File: src/hdl/i2p_pkg.sv
// ----------------------------------------------------------------------------
// i2p_pkg: infix-to-postfix converter package
// Request and result types, operator codes, character constants and the
// small decode tables shared by the converter.
// ----------------------------------------------------------------------------
package i2p_pkg;

	localparam int STACK_DEPTH_DEF = 16;
	// results one request may produce at most
	localparam int MAX_RESULTS = 17;
	localparam int NRES_W = $clog2(MAX_RESULTS + 1);

	localparam logic [7:0] CH_NUL   = 8'h00;
	localparam logic [7:0] CH_SPACE = 8'h20;
	localparam logic [7:0] CH_APOS  = 8'h27;
	localparam logic [7:0] CH_LPAR  = 8'h28;
	localparam logic [7:0] CH_RPAR  = 8'h29;
	localparam logic [7:0] CH_AND   = 8'h26;
	localparam logic [7:0] CH_OR    = 8'h7c;
	localparam logic [7:0] CH_EQ    = 8'h3d;
	localparam logic [7:0] CH_GT    = 8'h3e;
	localparam logic [7:0] CH_LT    = 8'h3c;

	typedef enum logic [2:0] {
		CODE_NONE = 3'd0,
		CODE_LPAR = 3'd1,
		CODE_AND  = 3'd2,
		CODE_OR   = 3'd3,
		CODE_EQ   = 3'd4,
		CODE_GT   = 3'd5,
		CODE_LT   = 3'd6
	} op_code_t;

	typedef struct packed {
		logic       func;
		logic [7:0] char_in;
	} i2p_in_t;

	typedef struct packed {
		logic [7:0] char_out;
		logic       last;
		logic       error;
	} i2p_out_t;

	function automatic logic [7:0] code_char(input op_code_t code);
		unique case (code)
			CODE_LPAR: code_char = CH_LPAR;
			CODE_AND:  code_char = CH_AND;
			CODE_OR:   code_char = CH_OR;
			CODE_EQ:   code_char = CH_EQ;
			CODE_GT:   code_char = CH_GT;
			CODE_LT:   code_char = CH_LT;
			default:   code_char = CH_NUL;
		endcase
	endfunction

	function automatic logic [2:0] code_prio(input op_code_t code);
		unique case (code)
			CODE_LPAR: code_prio = 3'd1;
			CODE_AND:  code_prio = 3'd2;
			CODE_OR:   code_prio = 3'd3;
			CODE_EQ, CODE_GT, CODE_LT: code_prio = 3'd4;
			default:   code_prio = 3'd0;
		endcase
	endfunction

	function automatic op_code_t op_of(input logic [7:0] c);
		unique case (c)
			CH_AND:  op_of = CODE_AND;
			CH_OR:   op_of = CODE_OR;
			CH_EQ:   op_of = CODE_EQ;
			CH_GT:   op_of = CODE_GT;
			CH_LT:   op_of = CODE_LT;
			default: op_of = CODE_NONE;
		endcase
	endfunction

	function automatic logic passes_through(input logic [7:0] c);
		passes_through = (c >= 8'h41 && c <= 8'h5a) || (c >= 8'h61 && c <= 8'h7a) ||
			(c >= 8'h30 && c <= 8'h39) || (c == CH_APOS);
	endfunction

endpackage

File: src/hdl/infix_to_postfix_logic_converter.sv
// ----------------------------------------------------------------------------
// infix_to_postfix_logic_converter
// Shunting-yard converter: infix logic expression in, postfix stream out,
// with the operator stack held in a synchronous single-port-read memory.
// ----------------------------------------------------------------------------
// Usage:
//   src channel (src_valid/src_ready/src_data) takes one request per
//   character; func = 1 ends the expression and flushes the stack.
//   dst channel (dst_valid/dst_ready/dst_data) returns the postfix stream;
//   last marks the final result of a request, the zero byte ends an
//   expression and carries error (unmatched ')', stack overflow, result limit).
// Timing:
//   A request is taken in the idle state, then runs one step per stack pop
//   plus one closing step. A pass-through character is registered in char_q
//   on acceptance and then in the dst output register. One pop per cycle,
//   while dst is not stalled, is set by the stack memory's single read port
//   (registered read data). A ')' holds its newest result one step back, so
//   that last can be set.
// Reset:
//   arst_n clears the stack count, error flag and handshake state at once;
//   the stack memory itself is not cleared.
// Stall:
//   dst is an output register; while it is full and dst_ready is low, the
//   sequencer waits before any step that emits. A new request is accepted
//   while the final result of the previous one still waits on dst.
// ----------------------------------------------------------------------------
module infix_to_postfix_logic_converter #(
	parameter int STACK_DEPTH = i2p_pkg::STACK_DEPTH_DEF
) (
	input  logic              clk,
	input  logic              arst_n,
	input  logic              src_valid,
	output logic              src_ready,
	input  i2p_pkg::i2p_in_t  src_data,
	output logic              dst_valid,
	input  logic              dst_ready,
	output i2p_pkg::i2p_out_t dst_data
);
	import i2p_pkg::*;

	localparam int AW = (STACK_DEPTH > 1) ? $clog2(STACK_DEPTH) : 1;
	localparam int CW = $clog2(STACK_DEPTH + 1);

	typedef enum logic [1:0] {
		ST_IDLE = 2'b01,
		ST_RUN  = 2'b10
	} state_t;

	state_t state_q;

	// request being worked on
	logic        func_q;
	logic [7:0]  char_q;

	logic [CW-1:0]     count_q;
	logic              err_q;
	logic [NRES_W-1:0] nres_q;

	// stack memory and its registered read port (the current top while not empty)
	logic [2:0] stack_mem [STACK_DEPTH];
	logic [2:0] rd_q;

	// ')' results wait here one step so the final one can be marked last
	logic       pend_valid_q;
	logic [7:0] pend_char_q;

	i2p_out_t out_q;
	logic     out_valid_q;

	// step decode
	op_code_t          top, op;
	logic              has_top, full, out_free, go, run;
	logic              need_out, out_load, pend_load, pend_clr, push_req, wr_en, done;
	i2p_out_t          out_nxt;
	logic [CW-1:0]     cnt_nxt, count_d, rd_cnt;
	logic [NRES_W-1:0] nres_nxt;
	logic              err_nxt;
	logic [AW-1:0]     rd_addr, wr_addr;
	logic [2:0]        wr_code;

	assign top      = op_code_t'(rd_q);
	assign op       = op_of(char_q);
	assign has_top  = (count_q != '0);
	assign full     = (count_q == CW'(STACK_DEPTH));
	assign out_free = !out_valid_q || dst_ready;
	assign run      = (state_q == ST_RUN);

	always_comb begin
		need_out  = 1'b0;
		out_load  = 1'b0;
		out_nxt   = '0;
		pend_load = 1'b0;
		pend_clr  = 1'b0;
		push_req  = 1'b0;
		wr_en     = 1'b0;
		wr_code   = CODE_NONE;
		done      = 1'b0;
		cnt_nxt   = count_q;
		nres_nxt  = nres_q;
		err_nxt   = err_q;

		if (func_q) begin
			need_out = 1'b1;
			out_load = 1'b1;
			if (has_top && nres_q < NRES_W'(MAX_RESULTS - 1)) begin
				out_nxt  = '{char_out: code_char(top), last: 1'b0, error: 1'b0};
				cnt_nxt  = count_q - CW'(1);
				nres_nxt = nres_q + NRES_W'(1);
			end else begin
				// entries left over past the result limit are dropped as an error
				out_nxt = '{char_out: CH_NUL, last: 1'b1, error: err_q | has_top};
				cnt_nxt = '0;
				err_nxt = 1'b0;
				done    = 1'b1;
			end
		end else if (passes_through(char_q)) begin
			need_out = 1'b1;
			out_load = 1'b1;
			out_nxt  = '{char_out: char_q, last: 1'b1, error: 1'b0};
			done     = 1'b1;
		end else if (char_q == CH_LPAR) begin
			push_req = 1'b1;
			wr_code  = CODE_LPAR;
			done     = 1'b1;
		end else if (char_q == CH_RPAR) begin
			if (has_top && top != CODE_LPAR) begin
				cnt_nxt = count_q - CW'(1);
				if (nres_q >= NRES_W'(MAX_RESULTS)) begin
					err_nxt = 1'b1;
				end else begin
					pend_load = 1'b1;
					nres_nxt  = nres_q + NRES_W'(1);
					if (pend_valid_q) begin
						need_out = 1'b1;
						out_load = 1'b1;
						out_nxt  = '{char_out: pend_char_q, last: 1'b0, error: 1'b0};
					end
				end
			end else begin
				// matching '(' found and dropped, or stack ran empty
				if (has_top) begin
					cnt_nxt = count_q - CW'(1);
				end else begin
					err_nxt = 1'b1;
				end
				done = 1'b1;
				if (pend_valid_q) begin
					need_out = 1'b1;
					out_load = 1'b1;
					pend_clr = 1'b1;
					out_nxt  = '{char_out: pend_char_q, last: 1'b1, error: 1'b0};
				end
			end
		end else if (op != CODE_NONE) begin
			need_out = 1'b1;
			out_load = 1'b1;
			if (has_top && code_prio(top) >= code_prio(op) &&
			    nres_q < NRES_W'(MAX_RESULTS - 1)) begin
				out_nxt  = '{char_out: code_char(top), last: 1'b0, error: 1'b0};
				cnt_nxt  = count_q - CW'(1);
				nres_nxt = nres_q + NRES_W'(1);
			end else begin
				if (has_top && code_prio(top) >= code_prio(op)) begin
					err_nxt = 1'b1;
				end
				push_req = 1'b1;
				wr_code  = op;
				out_nxt  = '{char_out: CH_SPACE, last: 1'b1, error: 1'b0};
				done     = 1'b1;
			end
		end else begin
			done = 1'b1;
		end

		// push onto a full stack is dropped as an error
		if (push_req) begin
			if (full) begin
				err_nxt = 1'b1;
			end else begin
				wr_en   = 1'b1;
				cnt_nxt = count_q + CW'(1);
			end
		end
	end

	assign go      = run && (!need_out || out_free);
	assign count_d = go ? cnt_nxt : count_q;
	assign rd_cnt  = count_d - CW'(1);
	assign rd_addr = rd_cnt[AW-1:0];
	assign wr_addr = count_q[AW-1:0];

	// stack memory: write on push, read the top of the next count
	always_ff @(posedge clk) begin
		if (go && wr_en) begin
			stack_mem[wr_addr] <= wr_code;
		end
		if (count_d != '0) begin
			if (go && wr_en && wr_addr == rd_addr) begin
				rd_q <= wr_code;
			end else begin
				rd_q <= stack_mem[rd_addr];
			end
		end
	end

	always_ff @(posedge clk or negedge arst_n) begin
		if (!arst_n) begin
			state_q      <= ST_IDLE;
			count_q      <= '0;
			err_q        <= 1'b0;
			nres_q       <= '0;
			pend_valid_q <= 1'b0;
			out_valid_q  <= 1'b0;
		end else begin
			unique case (state_q)
				ST_IDLE: begin
					if (src_valid) begin
						state_q <= ST_RUN;
					end
				end
				ST_RUN: begin
					if (go) begin
						count_q <= cnt_nxt;
						err_q   <= err_nxt;
						if (done) begin
							state_q <= ST_IDLE;
							nres_q  <= '0;
						end else begin
							nres_q <= nres_nxt;
						end
						if (pend_load) begin
							pend_valid_q <= 1'b1;
						end else if (pend_clr) begin
							pend_valid_q <= 1'b0;
						end
					end
				end
				default: begin
					state_q <= ST_IDLE;
				end
			endcase

			if (go && out_load) begin
				out_valid_q <= 1'b1;
			end else if (dst_ready) begin
				out_valid_q <= 1'b0;
			end
		end
	end

	// payload registers
	always_ff @(posedge clk) begin
		if (src_valid && src_ready) begin
			func_q <= src_data.func;
			char_q <= src_data.char_in;
		end
		if (go && pend_load) begin
			pend_char_q <= code_char(top);
		end
		if (go && out_load) begin
			out_q <= out_nxt;
		end
	end

	assign src_ready = (state_q == ST_IDLE);
	assign dst_valid = out_valid_q;
	assign dst_data  = out_q;

`ifndef ASSERT_OFF
	a_count_bound: assert property (@(posedge clk) disable iff (!arst_n)
		count_q <= CW'(STACK_DEPTH))
		else $error("stack count beyond depth");

	a_err_on_nul: assert property (@(posedge clk) disable iff (!arst_n)
		dst_valid && dst_data.error |-> dst_data.char_out == CH_NUL)
		else $error("error flag on a non-terminator result");

	a_nul_last: assert property (@(posedge clk) disable iff (!arst_n)
		dst_valid && dst_data.char_out == CH_NUL |-> dst_data.last)
		else $error("terminator not marked last");

	a_pend_in_run: assert property (@(posedge clk) disable iff (!arst_n)
		pend_valid_q |-> state_q == ST_RUN)
		else $error("held result left behind after request finished");
`endif

endmodule

File: config.mk
export PLATFORM = sky130hd
export DESIGN_NAME = infix_to_postfix_logic_converter
export DESIGN_NICKNAME = d
export VERILOG_FILES = /design/src/hdl/i2p_pkg.sv /design/src/hdl/infix_to_postfix_logic_converter.sv
export SDC_FILE = /design/constraint.sdc
export NUM_CORES = 1
export LEC_CHECK = 0
export BUFFER_PORTS_ARGS = -buffer_cell sky130_fd_sc_hd__buf_2
export CAP_MARGIN = 10
export CELL_PAD_IN_SITES_DETAIL_PLACEMENT = 0
export CELL_PAD_IN_SITES_GLOBAL_PLACEMENT = 1
export CORE_MARGIN = 2
export CORE_UTILIZATION = 30
export CTS_CLUSTER_DIAMETER = 120
export CTS_CLUSTER_SIZE = 28
export DETAILED_ROUTE_END_ITERATION = 7
export GPL_TIMING_DRIVEN = 1
export PLACE_DENSITY_LB_ADDON = 0.1
export RECOVER_POWER = 100
export SYNTH_ARGS = -nofsm -noshare
export SYNTH_HDL_FRONTEND = slang
export SYNTH_SLANG_ARGS = --single-unit
File: constraint.sdc
create_clock -name clk -period 6.5 [get_ports clk]
set_clock_uncertainty 0.05 [all_clocks]
set_input_delay 0.975 -clock clk [delete_from_list [all_inputs] [get_ports clk]]
set_output_delay 0.975 -clock clk [all_outputs]
set_load 0.02 [all_outputs]
==> impl_metrics.tcl <==
set metrics [dict create \
    num_vias 3333 \
    cts.hold.buffers_added 0 \
    timing.reg2reg.worst_path_depth 18 \
    critPathMaxFanout 15 \
    outcome "completed" \
    cp_data_arrival_time_ns 5.81 \
    powerDensity_nw_per_um2 372 \
    die-height_um 131 \
    buffer_count_from_post_cts_setup_fixing 0 \
    detailedRoute.firstPassIterationCount 5 \
    tightest_slew_ns 1.04 \
    hold-path-cell-count 2 \
    maxSlewViolCount 0 \
    timing_hold_violations_final 0 \
    drive_gt1_frac 0.142 \
    global_route.overflow_total 0 \
    slowest_stage "sky130_fd_sc_hd__edfxtp_1" \
    syn_area_per_cell_um2 12.0 \
    syn-instance-count 405 \
    antennaDiodeCount 0 \
    floorplan.die.width_um 131 \
    tritoncts.num_buffers 9 \
    regToRegStartpoint "char_q[1]" \
    ys_seq_area_frac 0.554 \
    hold_critical_path_endpoint "err_q" \
    clock_sinks 92 \
    critical_path.cell_chain "or4b_1 -> a211o_2 -> ha_1 -> nand2_1 -> o21a_1 -> o211ai_1 -> o21ai_1 -> o211ai_2 -> mux2_4 -> inv_4 -> ha_1 -> xnor2_1 -> nor3_1 -> nand2b_1 -> mux2i_1 -> and2_4 -> inv_1 -> a32o_1" \
    cts_resized 0 \
    die_area_um2 17200 \
    layout.nets 456 \
    ff2ff_setup_slack_ns 0.75 \
    routedWlPerCell_um 18.9 \
    worstPathRequired_ns 6.56 \
    criticalPathCategory "flip-flop to flip-flop" \
    critical_path.endpoint_type "flip-flop" \
    io-pin-count 25 \
    synthesis.yosys.warnings 0 \
    hold-worst-slack_ns 0.481 \
    first_global_vias 3361 \
    grt_first_pass_wirelength_mm 19.7 \
    synth.ff_latch_count 92 \
    crit_path_start_kind "flip-flop" \
    synth-edff-count 77 \
    worst_path_dominant_cell_family "compound AO/OA/AOI/OAI gates" \
    timing.final.crit_share 0.885 \
    core_area_um2 15800 \
    portBuffers 24 \
    postSynth.asyncResetShare 0.163 \
    clock_insertion_delay_worst_skew_ns 0.35 \
    fin_tns_setup_ns 0 \
    worstHoldPathType "flip-flop to flip-flop" \
    path_buf_inv 2 \
    postSynth.topFlopCell "sky130_fd_sc_hd__edfxtp_1" \
    drt-initial-drc-count 344 \
    wirelength_mm 12.3 \
    fin_ws_ns 0.746 \
    drt.antenna.violating_nets 0 \
    max-slew-margin-rel 0.303 \
    critical-path-top-cell-by-count "sky130_fd_sc_hd__ha_1" \
    cts_htree_levels 3 \
    post_drt_via_cell_ratio 5.10 \
    max_cap_violations 0 \
    std_cell_rows 46 \
    antenna_found_initial 0 \
    initial_utilization 0.307 \
    timing.fmax_ghz 0.174 \
    worst_flop_to_flop_path_endpoint "rd_q[1]" \
    hpwl_mm 8.94 \
    clkSlewWorstSetupHoldPaths_ns 0.07 \
    total_leakage_power_nw 2.02 \
    time_the_worst_path_needs_with_i_o_delays_and_setup_ns 5.75 \
    yosysUniqueCellTypes 75 \
    route.detailed.drc 0 \
    clk_path_buf_depth 2 \
    synthesis.nets 429 \
    weighted_congestion_at_the_end_of_routability_driven_global_placement 0.819 \
    grt_max_degree 25 \
    cts_tree "built" \
    setup_violations 0 \
    track_usage 0.150 \
    placement.setup.worst_slack_ns 0.969 \
    max-vdd-ir-drop_v 0.000149 \
    critical-path-max-stage-delay_ns 0.66 \
    hold_path_startpoint "err_q" \
    ctsRootBufferMaster "sky130_fd_sc_hd__clkbuf_16" \
    area_delta_synth_final_pct 12.3 \
    syn_area_um2 4850 \
    grt_setup_unrepaired "false" \
]
==> power by group <==
| group | internal (mW) | switching, mW | total [mW] |
|---|---|---|---|
| sequential | 0.711 | 0.0867 | 0.797 |
| clock | 0.270 | 0.251 | 0.521 |
| combinational | 0.281 | 0.425 | 0.706 |
==> cell usage after synthesis, types with 3 or more instances <==
cell type                  instances  area share
sky130_fd_sc_hd__a22oi_1           7       0.011
sky130_fd_sc_hd__nand2b_1         10       0.013
sky130_fd_sc_hd__xor2_1            3      0.0054
sky130_fd_sc_hd__nor3_1           11       0.011
sky130_fd_sc_hd__nor2_1           45       0.035
sky130_fd_sc_hd__nor4b_1           3      0.0054
sky130_fd_sc_hd__or2_2             3      0.0039
sky130_fd_sc_hd__nand2_1          46       0.036
sky130_fd_sc_hd__nor2b_1           4      0.0052
sky130_fd_sc_hd__and3_1            4      0.0052
sky130_fd_sc_hd__nand4_1           3      0.0039
sky130_fd_sc_hd__o21ai_0          16       0.017
sky130_fd_sc_hd__dfrtp_1          14       0.072
sky130_fd_sc_hd__clkbuf_1          7      0.0054
sky130_fd_sc_hd__mux4_2           12       0.056
sky130_fd_sc_hd__edfxtp_1         77        0.48
sky130_fd_sc_hd__o21ai_2           3      0.0054
sky130_fd_sc_hd__nand3b_1          3      0.0046
sky130_fd_sc_hd__buf_2             3      0.0031
sky130_fd_sc_hd__a21oi_1          17       0.018
sky130_fd_sc_hd__nor3b_1           4      0.0062
sky130_fd_sc_hd__ha_1             11       0.028
sky130_fd_sc_hd__inv_1            14       0.011
sky130_fd_sc_hd__and2_1            3      0.0039
sky130_fd_sc_hd__nand3_1           7      0.0072
sky130_fd_sc_hd__a31oi_1           5      0.0064
sky130_fd_sc_hd__mux2i_1           8       0.017
==> cell type report <==
cell class	count	area, um2
fillers	1607	10400
clock inverters	7	68.8
clock buffers	9	225
inverters	15	58.8
flip-flops and latches	92	2690
multi-input cells	286	2010
repair buffers	28	123
well taps	216	270
==> placed cells by master (no fill, tap or decap), types with 5 or more instances in the layout <==
cell type / count
sky130_fd_sc_hd__clkbuf_1: 16
sky130_fd_sc_hd__inv_1: 14
sky130_fd_sc_hd__mux2i_1: 8
sky130_fd_sc_hd__a22oi_1: 7
sky130_fd_sc_hd__mux4_2: 12
sky130_fd_sc_hd__buf_2: 11
sky130_fd_sc_hd__clkbuf_16: 9
sky130_fd_sc_hd__nand3_1: 7
sky130_fd_sc_hd__a21oi_1: 17
sky130_fd_sc_hd__edfxtp_1: 77
sky130_fd_sc_hd__nor2_1: 45
sky130_fd_sc_hd__dfrtp_1: 14
sky130_fd_sc_hd__ha_1: 11
sky130_fd_sc_hd__nor3_1: 11
sky130_fd_sc_hd__o21ai_0: 17
sky130_fd_sc_hd__nand2_1: 46
sky130_fd_sc_hd__a31oi_1: 5
sky130_fd_sc_hd__nand2b_1: 10
==> cell families after synthesis <==
logic type | count (synthesis) | share of synthesized area
other | 1 | 0.000773
multiplexers | 22 | 0.0776
adder cells (fa/ha/maj) | 12 | 0.0304
AO/OA/AOI/OAI | 89 | 0.139
flip-flops | 92 | 0.554
buffers and inverters | 27 | 0.0253
XOR/XNOR | 4 | 0.00722
AND/OR/NAND/NOR | 158 | 0.166
==> through the flow <==
step / util / power, mW / cells / area, um2
after detailed placement: 0.329 / 1.53 / 637 / 5220
after global placement: 0.329 / 1.53 / 637 / 5220
after floorplan: - / 1.35 / 405 / 4850
final: 0.344 / 2.02 / 653 / 5450
after global routing: 0.344 / 2.16 / 653 / 5450
after CTS: 0.348 / 2.06 / 653 / 5510
==> sequential cells by signal (all words and copies together), names as in the netlist <==
| signal | flops |
|---|---|
| stack_mem | 48 |
| dst_data | 10 |
| char_q | 8 |
| pend_char_q | 7 |
| count_q | 5 |
| nres_q | 5 |
| rd_q | 3 |
| state_q | 2 |
| dst_valid | 1 |
| err_q | 1 |
| func_q | 1 |
| pend_valid_q | 1 |
==> worst min-delay path: stages, from the launching register on <==
cell and delay, ns:
sky130_fd_sc_hd__dfrtp_1 0.34, sky130_fd_sc_hd__o21ai_0 0.08, sky130_fd_sc_hd__o21ai_0 0.08
==> layer usage <==
metal / part of all wire / GRT usage / vias to the layer above
met3: 0.039 / 0.0282 / 14
li1: - / - / 1598
met5: 0 / 0 / -
met2: 0.46 / 0.227 / 69
met4: 0.014 / 0.0519 / 0
met1: 0.49 / 0.216 / 1652
==> worst max-delay path by stage <==
stage	startpoint	endpoint	slack (ns)	depth (start not counted)
CTS	char_q[1]	rd_q[1]	0.96	18
floorplan	char_q[6]	rd_q[1]	1.49	19
global placement	char_q[1]	rd_q[1]	1.09	17
global route	char_q[1]	rd_q[1]	0.24	18
finish	char_q[1]	rd_q[1]	0.75	18
detailed placement	char_q[1]	rd_q[1]	0.97	18
No activity file was read; power rests on OpenSTA's default activity.
